File: config.mk
export PLATFORM = sky130hd
export DESIGN_NAME = keyed_record_table_sorted_query_core
export DESIGN_NICKNAME = d
export VERILOG_FILES = /design/src/rtl/core/krt_pkg.sv /design/src/rtl/core/keyed_record_table_sorted_query_core.sv /design/src/rtl/core/krt_ram.sv /design/src/rtl/core/krt_datapath.sv /design/src/rtl/core/krt_ctrl.sv
export VERILOG_INCLUDE_DIRS = /design/src /design/src/rtl/core
export SDC_FILE = /design/constraint.sdc
export NUM_CORES = 2
export LEC_CHECK = 0
export BUFFER_PORTS_ARGS = -buffer_cell sky130_fd_sc_hd__clkbuf_2
export CAP_MARGIN = 0
export CORE_ASPECT_RATIO = 1.1
export CORE_UTILIZATION = 35
export CTS_CLUSTER_SIZE = 28
export DETAILED_ROUTE_END_ITERATION = 16
export MAX_ROUTING_LAYER = met4
export SLEW_MARGIN = 20
export SYNTH_ARGS = -nofsm -noshare
export SYNTH_HDL_FRONTEND = slang
export SYNTH_SLANG_ARGS = --single-unit
File: constraint.sdc
create_clock -name clk_i -period 7.25 [get_ports clk_i]
set_input_delay 1.0875 -clock clk_i [delete_from_list [all_inputs] [get_ports clk_i]]
set_output_delay 1.0875 -clock clk_i [all_outputs]
set_load 0.02 [all_outputs]
File: src/rtl/core/keyed_record_table_sorted_query_core_defines.svh
// ----------------------------------------------------------------------------
// keyed record table core: assertion macros
// shared helpers for the concurrent checks of the core
// ----------------------------------------------------------------------------
`ifndef KEYED_RECORD_TABLE_SORTED_QUERY_CORE_DEFINES_SVH
`define KEYED_RECORD_TABLE_SORTED_QUERY_CORE_DEFINES_SVH

// consequent holds in the same cycle as the antecedent
`define KRT_ASSERT_NOW(lbl, ante, cons, msg) \
  lbl: assert property (@(posedge clk_i) disable iff (!rst_ni) (ante) |-> (cons)) \
    else $error(msg);

// consequent holds in the cycle after the antecedent
`define KRT_ASSERT_NEXT(lbl, ante, cons, msg) \
  lbl: assert property (@(posedge clk_i) disable iff (!rst_ni) (ante) |=> (cons)) \
    else $error(msg);

`endif

File: src/rtl/core/krt_pkg.sv
// ----------------------------------------------------------------------------
// krt_pkg
// types, codes and widths shared by the keyed record table core
// ----------------------------------------------------------------------------
package krt_pkg;

  // default table depth
  localparam int unsigned KRT_DEPTH = 64;

  // fixed field widths
  localparam int unsigned KRT_KEY_W  = 16;
  localparam int unsigned KRT_MEM_W  = 8;
  localparam int unsigned KRT_CAT_W  = 2;
  localparam int unsigned KRT_ROOM_W = 12;
  localparam int unsigned KRT_CNT_W  = 7;
  localparam int unsigned KRT_REC_W  = KRT_KEY_W + KRT_MEM_W + KRT_CAT_W + KRT_ROOM_W;

  // action codes
  typedef enum logic [1:0] {
    ACT_INSERT = 2'd0,
    ACT_UPDATE = 2'd1,
    ACT_LIST   = 2'd2,
    ACT_COUNT  = 2'd3
  } act_e;

  // result status codes
  typedef enum logic [2:0] {
    ST_OK        = 3'd0,
    ST_DUPLICATE = 3'd1,
    ST_FULL      = 3'd2,
    ST_NOT_FOUND = 3'd3,
    ST_EMPTY     = 3'd4
  } status_e;

  // controller states
  typedef enum logic [2:0] {
    S_IDLE,
    S_DISPATCH,
    S_SCAN_KEY,
    S_SCAN_CNT,
    S_SCAN_BEST,
    S_EMIT,
    S_RESP
  } state_e;

  // stored record, key in the top bits
  typedef struct packed {
    logic [KRT_KEY_W-1:0]  key;
    logic [KRT_MEM_W-1:0]  members;
    logic [KRT_CAT_W-1:0]  cat;
    logic [KRT_ROOM_W-1:0] room;
  } rec_t;

  // controller to datapath
  typedef struct packed {
    logic    load;
    logic    scan_init;
    logic    scan;
    logic    clr_marks;
    logic    latch_total;
    logic    write_ins;
    logic    write_upd;
    logic    status_we;
    status_e status;
    logic    emit_rec;
    logic    emit_resp;
  } cmd_t;

  // datapath to controller
  typedef struct packed {
    act_e                 act;
    logic                 full;
    logic                 scan_done;
    logic                 found;
    logic                 none;
    logic                 last_rec;
    logic                 out_free;
    logic [KRT_CNT_W-1:0] fill;
  } sts_t;

endpackage

File: src/rtl/core/keyed_record_table_sorted_query_core.sv
// ----------------------------------------------------------------------------
// keyed_record_table_sorted_query_core
// keyed record table with insert, update, sorted category list and count
// ----------------------------------------------------------------------------
// channel   dir  tdata fields (low bit up)                     tuser   tlast
// s_axis    in   key, members, category, room                  action  -
// m_axis    out  key, members, category, room, stored count    status  last word
//
// insert and update scan all stored records for the key; an insert when the
// table is full skips the scan and answers full.
// a list takes one counting scan, then one max-finding scan per matching
// record, each followed by the emit of that record; count needs no scan.
// the scans are set by the single read port of the record ram.
// reset clears fill level, list position and scan state; the store needs no clear.
// a stalled output word holds the controller before the next word only.
// ----------------------------------------------------------------------------
`include "keyed_record_table_sorted_query_core_defines.svh"

module keyed_record_table_sorted_query_core import krt_pkg::*; #(
  parameter int unsigned TABLE_DEPTH = KRT_DEPTH
) (
  input  logic        clk_i,
  input  logic        rst_ni,
  input  logic        s_axis_tvalid,
  output logic        s_axis_tready,
  // key[15:0], members[23:16], category[25:24], room[37:26], zero pad
  input  logic [39:0] s_axis_tdata,
  // action[1:0]
  input  logic [1:0]  s_axis_tuser,
  output logic        m_axis_tvalid,
  input  logic        m_axis_tready,
  // key[15:0], members[23:16], category[25:24], room[37:26],
  // stored count[44:38], zero pad
  output logic [47:0] m_axis_tdata,
  // status[2:0]
  output logic [2:0]  m_axis_tuser,
  output logic        m_axis_tlast
);

  cmd_t   cmd;
  sts_t   sts;
  state_e state;

  // sequencer
  krt_ctrl u_ctrl (
    .clk_i     (clk_i),
    .rst_ni    (rst_ni),
    .in_valid_i(s_axis_tvalid),
    .in_ready_o(s_axis_tready),
    .sts_i     (sts),
    .cmd_o     (cmd),
    .state_o   (state)
  );

  // table and output datapath
  krt_datapath #(
    .TABLE_DEPTH(TABLE_DEPTH)
  ) u_dp (
    .clk_i      (clk_i),
    .rst_ni     (rst_ni),
    .in_data_i  (s_axis_tdata),
    .in_user_i  (s_axis_tuser),
    .cmd_i      (cmd),
    .sts_o      (sts),
    .out_valid_o(m_axis_tvalid),
    .out_ready_i(m_axis_tready),
    .out_data_o (m_axis_tdata),
    .out_user_o (m_axis_tuser),
    .out_last_o (m_axis_tlast)
  );

  // checks
  `KRT_ASSERT_NOW(a_fill_bound, 1'b1, sts.fill <= KRT_CNT_W'(TABLE_DEPTH), "fill level above depth")
  `KRT_ASSERT_NEXT(a_fill_step, 1'b1, (sts.fill == $past(sts.fill)) || (sts.fill == KRT_CNT_W'($past(sts.fill) + 1'b1)), "fill level jumped")
  `KRT_ASSERT_NOW(a_mid_list_ok, m_axis_tvalid && !m_axis_tlast, m_axis_tuser == ST_OK, "non-final word without ok status")
  `KRT_ASSERT_NOW(a_ready_idle, s_axis_tready, state == S_IDLE && !cmd.emit_rec, "input taken while busy")

endmodule

File: src/rtl/core/krt_ram.sv
// ----------------------------------------------------------------------------
// krt_ram
// generic single write port, single read port ram with registered read
// ----------------------------------------------------------------------------
module krt_ram #(
  parameter int unsigned WIDTH = 8,
  parameter int unsigned DEPTH = 16
) (
  input  logic                     clk_i,
  input  logic                     we_i,
  input  logic [$clog2(DEPTH)-1:0] waddr_i,
  input  logic [WIDTH-1:0]         wdata_i,
  input  logic [$clog2(DEPTH)-1:0] raddr_i,
  output logic [WIDTH-1:0]         rdata_o
);

  logic [WIDTH-1:0] mem_q [DEPTH];
  logic [WIDTH-1:0] rdata_q;

  // write and registered read
  always_ff @(posedge clk_i) begin
    if (we_i) begin
      mem_q[waddr_i] <= wdata_i;
    end
    rdata_q <= mem_q[raddr_i];
  end

  assign rdata_o = rdata_q;

endmodule

File: src/rtl/core/krt_datapath.sv
// ----------------------------------------------------------------------------
// krt_datapath
// record store, scan compare logic, list position and output word register
// ----------------------------------------------------------------------------
module krt_datapath import krt_pkg::*; #(
  parameter int unsigned TABLE_DEPTH = KRT_DEPTH
) (
  input  logic        clk_i,
  input  logic        rst_ni,
  input  logic [39:0] in_data_i,
  input  logic [1:0]  in_user_i,
  input  cmd_t        cmd_i,
  output sts_t        sts_o,
  output logic        out_valid_o,
  input  logic        out_ready_i,
  output logic [47:0] out_data_o,
  output logic [2:0]  out_user_o,
  output logic        out_last_o
);

  localparam int unsigned AW = $clog2(TABLE_DEPTH);
  localparam int unsigned CW = $clog2(TABLE_DEPTH + 1);

  // held input word
  act_e                  act_q;
  logic [KRT_KEY_W-1:0]  key_q;
  logic [KRT_MEM_W-1:0]  mem_q;
  logic [KRT_CAT_W-1:0]  cat_q;
  logic [KRT_ROOM_W-1:0] room_q;

  logic [CW-1:0] fill_q;
  logic [CW-1:0] cnt_q;
  logic          rvalid_q;
  logic [AW-1:0] ridx_q;
  logic          issue;
  rec_t          rdata;

  logic          found_q;
  logic [AW-1:0] found_idx_q;
  rec_t          found_rec_q;
  logic [CW-1:0] match_cnt_q;
  logic [CW-1:0] total_q;
  logic [CW-1:0] emit_cnt_q;
  logic          best_v_q;
  logic [AW-1:0] best_idx_q;
  rec_t          best_rec_q;
  logic                 prev_v_q;
  logic [KRT_MEM_W-1:0] prev_mem_q;
  logic [AW-1:0]        prev_idx_q;
  status_e       status_q;

  logic hit_key, hit_cat, eligible, better, is_last;

  logic          we;
  logic [AW-1:0] waddr;
  rec_t          wdata;

  logic          out_v_q;
  logic [47:0]   out_data_q;
  logic [2:0]    out_user_q;
  logic          out_last_q;
  logic          out_free;

  // capture the input word
  always_ff @(posedge clk_i) begin
    if (cmd_i.load) begin
      act_q  <= act_e'(in_user_i);
      key_q  <= in_data_i[15:0];
      mem_q  <= in_data_i[23:16];
      cat_q  <= in_data_i[25:24];
      room_q <= in_data_i[37:26];
    end
  end

  // scan address and read pipeline
  assign issue = cmd_i.scan && (cnt_q < fill_q);

  always_ff @(posedge clk_i or negedge rst_ni) begin
    if (!rst_ni) begin
      cnt_q    <= '0;
      rvalid_q <= 1'b0;
      fill_q   <= '0;
    end else begin
      rvalid_q <= issue;
      if (cmd_i.scan_init) begin
        cnt_q <= '0;
      end else if (issue) begin
        cnt_q <= cnt_q + 1'b1;
      end
      if (cmd_i.write_ins) begin
        fill_q <= fill_q + 1'b1;
      end
    end
  end

  always_ff @(posedge clk_i) begin
    ridx_q <= cnt_q[AW-1:0];
  end

  // record store
  always_comb begin
    wdata = '0;
    if (cmd_i.write_ins) begin
      wdata = '{key: key_q, members: mem_q, cat: cat_q, room: room_q};
    end else begin
      wdata     = found_rec_q;
      wdata.cat = cat_q;
    end
  end

  assign we    = cmd_i.write_ins | cmd_i.write_upd;
  assign waddr = cmd_i.write_ins ? fill_q[AW-1:0] : found_idx_q;

  krt_ram #(
    .WIDTH(KRT_REC_W),
    .DEPTH(TABLE_DEPTH)
  ) u_store (
    .clk_i  (clk_i),
    .we_i   (we),
    .waddr_i(waddr),
    .wdata_i(wdata),
    .raddr_i(cnt_q[AW-1:0]),
    .rdata_o(rdata)
  );

  // compares on the entry just read
  // an entry is still to come if it sorts after the last emitted one:
  // fewer members, or equal members further down the table
  assign hit_key  = rvalid_q && (rdata.key == key_q);
  assign hit_cat  = rvalid_q && (rdata.cat == cat_q);
  assign eligible = !prev_v_q || (rdata.members < prev_mem_q) ||
                    ((rdata.members == prev_mem_q) && (ridx_q > prev_idx_q));
  assign better   = hit_cat && eligible &&
                    (!best_v_q || (rdata.members > best_rec_q.members));

  always_ff @(posedge clk_i or negedge rst_ni) begin
    if (!rst_ni) begin
      found_q     <= 1'b0;
      best_v_q    <= 1'b0;
      match_cnt_q <= '0;
      total_q     <= '0;
      emit_cnt_q  <= '0;
      prev_v_q    <= 1'b0;
      prev_mem_q  <= '0;
      prev_idx_q  <= '0;
      status_q    <= ST_OK;
    end else begin
      if (cmd_i.scan_init) begin
        found_q     <= 1'b0;
        best_v_q    <= 1'b0;
        match_cnt_q <= '0;
      end else begin
        if (hit_key) found_q <= 1'b1;
        if (better) best_v_q <= 1'b1;
        if (hit_cat) match_cnt_q <= match_cnt_q + 1'b1;
      end
      if (cmd_i.latch_total) total_q <= match_cnt_q;
      if (cmd_i.load) begin
        emit_cnt_q <= '0;
      end else if (cmd_i.emit_rec) begin
        emit_cnt_q <= emit_cnt_q + 1'b1;
      end
      // position of the last emitted record in the sorted order
      if (cmd_i.clr_marks) begin
        prev_v_q <= 1'b0;
      end else if (cmd_i.emit_rec) begin
        prev_v_q   <= 1'b1;
        prev_mem_q <= best_rec_q.members;
        prev_idx_q <= best_idx_q;
      end
      if (cmd_i.status_we) status_q <= cmd_i.status;
    end
  end

  // payload of the scan winners
  always_ff @(posedge clk_i) begin
    if (hit_key && !cmd_i.scan_init) begin
      found_idx_q <= ridx_q;
      found_rec_q <= rdata;
    end
    if (better && !cmd_i.scan_init) begin
      best_idx_q <= ridx_q;
      best_rec_q <= rdata;
    end
  end

  assign is_last = (CW'(emit_cnt_q + 1'b1) == total_q);

  // output word register
  assign out_free = !out_v_q || out_ready_i;

  always_ff @(posedge clk_i or negedge rst_ni) begin
    if (!rst_ni) begin
      out_v_q <= 1'b0;
    end else if (cmd_i.emit_rec || cmd_i.emit_resp) begin
      out_v_q <= 1'b1;
    end else if (out_ready_i) begin
      out_v_q <= 1'b0;
    end
  end

  always_ff @(posedge clk_i) begin
    if (cmd_i.emit_rec) begin
      out_data_q <= {3'b000, KRT_CNT_W'(fill_q), best_rec_q.room, best_rec_q.cat,
                     best_rec_q.members, best_rec_q.key};
      out_user_q <= ST_OK;
      out_last_q <= is_last;
    end else if (cmd_i.emit_resp) begin
      out_data_q <= {3'b000, KRT_CNT_W'(fill_q), 38'd0};
      out_user_q <= status_q;
      out_last_q <= 1'b1;
    end
  end

  assign out_valid_o = out_v_q;
  assign out_data_o  = out_data_q;
  assign out_user_o  = out_user_q;
  assign out_last_o  = out_last_q;

  // status to the controller
  assign sts_o.act       = act_q;
  assign sts_o.full      = (fill_q >= CW'(TABLE_DEPTH));
  assign sts_o.scan_done = (cnt_q >= fill_q) && !rvalid_q;
  assign sts_o.found     = found_q;
  assign sts_o.none      = (match_cnt_q == '0);
  assign sts_o.last_rec  = is_last;
  assign sts_o.out_free  = out_free;
  assign sts_o.fill      = KRT_CNT_W'(fill_q);

endmodule

File: src/rtl/core/krt_ctrl.sv
// ----------------------------------------------------------------------------
// krt_ctrl
// sequencer for insert, update, sorted list and count actions
// ----------------------------------------------------------------------------
module krt_ctrl import krt_pkg::*; (
  input  logic   clk_i,
  input  logic   rst_ni,
  input  logic   in_valid_i,
  output logic   in_ready_o,
  input  sts_t   sts_i,
  output cmd_t   cmd_o,
  output state_e state_o
);

  state_e state_q, state_d;

  // state register
  always_ff @(posedge clk_i or negedge rst_ni) begin
    if (!rst_ni) begin
      state_q <= S_IDLE;
    end else begin
      state_q <= state_d;
    end
  end

  // next state and commands
  always_comb begin
    state_d    = state_q;
    cmd_o      = '0;
    cmd_o.status = ST_OK;
    in_ready_o = 1'b0;
    unique case (state_q)
      S_IDLE: begin
        in_ready_o = 1'b1;
        if (in_valid_i) begin
          cmd_o.load      = 1'b1;
          cmd_o.scan_init = 1'b1;
          state_d         = S_DISPATCH;
        end
      end
      S_DISPATCH: begin
        unique case (sts_i.act)
          ACT_INSERT: begin
            if (sts_i.full) begin
              cmd_o.status_we = 1'b1;
              cmd_o.status    = ST_FULL;
              state_d         = S_RESP;
            end else begin
              state_d = S_SCAN_KEY;
            end
          end
          ACT_UPDATE: state_d = S_SCAN_KEY;
          ACT_LIST: begin
            cmd_o.clr_marks = 1'b1;
            state_d         = S_SCAN_CNT;
          end
          ACT_COUNT: begin
            cmd_o.status_we = 1'b1;
            cmd_o.status    = ST_OK;
            state_d         = S_RESP;
          end
          default: state_d = S_IDLE;
        endcase
      end
      S_SCAN_KEY: begin
        cmd_o.scan = 1'b1;
        if (sts_i.scan_done) begin
          cmd_o.status_we = 1'b1;
          state_d         = S_RESP;
          if (sts_i.act == ACT_INSERT) begin
            if (sts_i.found) begin
              cmd_o.status = ST_DUPLICATE;
            end else begin
              cmd_o.write_ins = 1'b1;
              cmd_o.status    = ST_OK;
            end
          end else begin
            if (sts_i.found) begin
              cmd_o.write_upd = 1'b1;
              cmd_o.status    = ST_OK;
            end else begin
              cmd_o.status = ST_NOT_FOUND;
            end
          end
        end
      end
      S_SCAN_CNT: begin
        cmd_o.scan = 1'b1;
        if (sts_i.scan_done) begin
          cmd_o.latch_total = 1'b1;
          if (sts_i.none) begin
            cmd_o.status_we = 1'b1;
            cmd_o.status    = ST_EMPTY;
            state_d         = S_RESP;
          end else begin
            cmd_o.scan_init = 1'b1;
            state_d         = S_SCAN_BEST;
          end
        end
      end
      S_SCAN_BEST: begin
        cmd_o.scan = 1'b1;
        if (sts_i.scan_done) begin
          state_d = S_EMIT;
        end
      end
      S_EMIT: begin
        if (sts_i.out_free) begin
          cmd_o.emit_rec = 1'b1;
          if (sts_i.last_rec) begin
            state_d = S_IDLE;
          end else begin
            cmd_o.scan_init = 1'b1;
            state_d         = S_SCAN_BEST;
          end
        end
      end
      S_RESP: begin
        if (sts_i.out_free) begin
          cmd_o.emit_resp = 1'b1;
          state_d         = S_IDLE;
        end
      end
      default: state_d = S_IDLE;
    endcase
  end

  assign state_o = state_q;

endmodule

==> flow_summary.toml <==
[power]
p_clk_frac = 0.360
p_sw_frac = 0.2582
p_leak_nw = 36.41
combPwrFrac = 0.168
power.switching_mw = 9.886
powerDensity_nw_per_um2 = 321.2
p_int_mw = 28.40
ir_drop_uv = 284.9
seq_power_share = 0.471
total_power_mw = 38.29

[setup_path]
r2r_cells = 7
crit_type = "reg2reg"
crit_fanout = 72
crit_required_ns = 8.01
r2r-end = "u_dp.u_store.rdata_o[12]"
crit_path_start_kind = "register"
r2r_start = "u_dp.cnt_q[0]"
arrival_ns = 5.78
cp-end-kind = "register"
reg2reg_slack_ns = 2.23

[global_routing]
grt-ovfl-total = 0
grt_pass1_vias = 51489
grt_use_total = 0.1812
grt_first_pass_wirelength_um = 379000
antenna_found_initial = 8
grt_max_degree = 132

[clock_network]
h-tree-depth = 5
cts_sinks = 2711
cts_tree = "built"
cts_inserted_buffers = 288
cts_hold_buf = 0
clkLatencyLatePin_ns = 0.94
postCtsSetupBuffers = 0
clockBufferDepth = 4
clk_pin_slew_ns = 0.06
cts_resized = 0
cts_root_buffer = "clkbuf_16"

[floorplan]
row_count = 209
die_h_um = 574.5
core_area_um2 = 295500
dieArea_um2 = 300200
die_x_um = 522.5
initial_core_util = 0.3530
ioPinCount = 100

[timing]
rsz0062_at_grt = "false"
finalClockSkew_ns = 0.05834
final_max_slew_viol_count = 0
finalCritPeriodShare = 0.6923
hold_viol = 0
period_minus_slack_ns = 5.019
fin_setup_tns_ns = 0
slew_headroom = 0.2763
fmax_ghz = 0.1992
setup_viol = 0
worst_slew_pin_slew_ns = 1.086

[hold_path]
whs_endpoint = "u_dp.key_q[5]"
worstHoldStart = "s_axis_tdata[5]"
worstHoldPathCells = 1
hp-class = "in2reg"

[placement]
place_congestion = 0.8353
port_buffers = 94
place_hpwl_um = 153300

[cells_and_area]
nFillCells = 25910
drive_gt1_frac = 0.2342
nets = 5378
syn_to_final_growth_pct = 14.27

[yosys]
mappedNetlistArea_um2 = 104300
synth-main-ff-cell = "edfxtp_1"
synth.distinct_cells = 65
synth_top_area_frac = 0.7497
ys_warn_count = 0
yosysSeqAreaShare = 0.7731
synth_top_cell_by_area = "edfxtp_1"
syn_inst = 5007
synth_area_per_cell_um2 = 20.83
synth-seq-cells = 2711
async_flop_share = 0.02213
ys_top_cells_by_area = "edfxtp_1 75%, mux4_2 11%, mux2i_1 3.6%"
synth_edf_count = 2604

[routing]
wl_per_cell_um = 28.43
totalWireLength_um = 267300
num_vias = 51183
antenna_left = 0
dr.pass1.iters = 5
drc_errors = 0
drt_iter0_drc = 5924
viasPerCell = 5.444

[run_status]
status = "finished clean"

[run]
cap_violations = 0
critical path, cell delays in order, from the launching register on:
cell     delay, ns
dfrtp_4       0.76
buf_12        0.46
buf_4         0.72
buf_4         0.73
mux4_2        0.60
mux4_2        0.57
a22oi_1       0.56
nand3_1       0.18
logic make-up (layout without fill, tap and decap cells):
| kind of cell | Yosys count | count (layout) | share of synthesized area |
|---|---|---|---|
| XOR/XNOR | 48 | 48 | 0.004295 |
| AO/OA/AOI/OAI | 448 | 448 | 0.03091 |
| other | 1 | 7 | 0.00003595 |
| multiplexers | 930 | 930 | 0.1492 |
| buffers and inverters | 315 | 801 | 0.01441 |
| flip-flops | 2711 | 2711 | 0.7731 |
| AND/OR/NAND/NOR | 514 | 514 | 0.02320 |
| adder cells (fa/ha/maj) | 40 | 40 | 0.004798 |
state kept, by name (all words and copies together), names as in the netlist, 6 cells and up:
signal                count
u_dp.key_q               16
u_dp.mem_q                8
u_dp.emit_cnt_q           7
u_dp.prev_idx_q           6
u_dp.match_cnt_q          7
u_dp.prev_mem_q           8
u_dp.best_rec_q          38
u_dp.found_rec_q         36
u_dp.u_store.rdata_o     38
u_dp.u_store.mem_q     2432
u_dp.total_q              7
u_dp.found_idx_q          6
u_dp.cnt_q                7
u_dp.ridx_q               6
u_dp.out_data_o          45
u_dp.fill_q               7
u_dp.best_idx_q           6
u_dp.room_q              12
power by group through the flow:
stage | clock, mW | sequential, mW | combinational [mW]
floorplan | 0 | 18.2 | 4.70
global placement | 0 | 18.4 | 6.43
detailed placement | 0 | 18.4 | 6.49
CTS | 14.0 | 18.0 | 6.51
global route | 14.6 | 18.1 | 6.89
finish | 13.8 | 18.0 | 6.45
worst max-delay path by stage:
stage	startpoint	to	cells after the start
detailed placement	u_dp.cnt_q[0]	u_dp.u_store.rdata_o[12]	7
floorplan	u_dp.cnt_q[0]	u_dp.best_idx_q[0]	14
global route	u_dp.cnt_q[0]	u_dp.u_store.rdata_o[12]	7
finish	u_dp.cnt_q[0]	u_dp.u_store.rdata_o[12]	7
global placement	u_dp.cnt_q[3]	u_dp.u_store.mem_q[9][2]	8
CTS	u_dp.cnt_q[0]	u_dp.u_store.rdata_o[23]	8
cells in the final DEF (no fill, tap or decap), types with 18 or more instances in the layout:
| cell type | synthesis | final |
|---|---|---|
| a21oi_1 | 62 | 62 |
| a22o_1 | 22 | 22 |
| a22oi_1 | 174 | 174 |
| and2_1 | 42 | 39 |
| and3_1 | 32 | 31 |
| buf_12 | 0 | 18 |
| buf_4 | 36 | 149 |
| clkbuf_1 | 92 | 87 |
| clkbuf_16 | 0 | 295 |
| clkbuf_2 | 0 | 93 |
| clkinv_1 | 0 | 39 |
| clkinv_2 | 0 | 41 |
| dfrtp_1 | 60 | 54 |
| dfxtp_1 | 47 | 47 |
| edfxtp_1 | 2604 | 2604 |
| ha_1 | 40 | 40 |
| inv_1 | 46 | 45 |
| mux2_2 | 59 | 40 |
| mux2_4 | 0 | 19 |
| mux2i_1 | 376 | 373 |
| mux4_2 | 494 | 494 |
| nand2_1 | 142 | 142 |
| nand3_1 | 70 | 70 |
| nor2_1 | 141 | 70 |
| nor2_4 | 0 | 71 |
| o211ai_1 | 32 | 32 |
| o21ai_0 | 42 | 39 |
| xnor2_1 | 37 | 37 |
layout make-up:
type,instances,area [µm²],share of cell area
inverters,47,176.4,0.001480
well taps,3903,4883,0.04097
diodes,4,10.01,0.00008399
repair buffers,261,1949,0.01636
clock buffers,391,7833,0.06572
flip-flops and latches,2711,80650,0.6767
multi-input cells,1983,22850,0.1917
clock inverters,102,825.8,0.006929
routing by layer:
metal | global-route usage | vias up | wire length (µm) | part of all wire
met5 | - | - | 0 | 0
met4 | 0.04527 | 0 | 5664 | 0.021
met3 | 0.02930 | 356 | 19130 | 0.072
met2 | 0.2851 | 1908 | 128900 | 0.48
met1 | 0.2456 | 27666 | 113600 | 0.43
li1 | - | 21253 | - | -
synthesized netlist by cell type, drive strengths merged, types with 3 or more instances:
cell type / number
a211oi: 5
a21o: 14
a21oi: 62
a221o: 13
a221oi: 14
a22o: 22
a22oi: 174
a311oi: 12
a31oi: 15
and2: 43
and3: 32
buf: 176
clkbuf: 92
dfrtp: 60
dfxtp: 47
edfxtp: 2604
ha: 40
inv: 47
mux2: 60
mux2i: 376
mux4: 494
nand2: 142
nand2b: 12
nand3: 70
nand4: 14
nor2: 142
nor2b: 11
nor3: 17
nor3b: 5
nor4: 10
nor4b: 3
o2111ai: 14
o211ai: 32
o21a: 3
o21ai: 42
o221ai: 5
o22ai: 4
o31ai: 5
or2: 7
xnor2: 37
xor2: 9
stage by stage:
step | hold WS [ns] | setup WS, ns | instances | utilization | instance area, µm²
2_1_floorplan | 0.3897 | 2.021 | 5009 | - | 104300
4_1_cts | 0.2671 | 2.265 | 9398 | 0.4030 | 119100
5_1_grt | 0.2997 | 1.975 | 9402 | 0.4033 | 119200
3_3_place_gp | 0.4300 | 2.066 | 8905 | 0.3737 | 110400
6_report | 0.3302 | 2.231 | 9402 | 0.4033 | 119200
3_5_place_dp | 0.4264 | 2.324 | 8905 | 0.3737 | 110400
No activity file was read; power rests on OpenSTA's default activity.
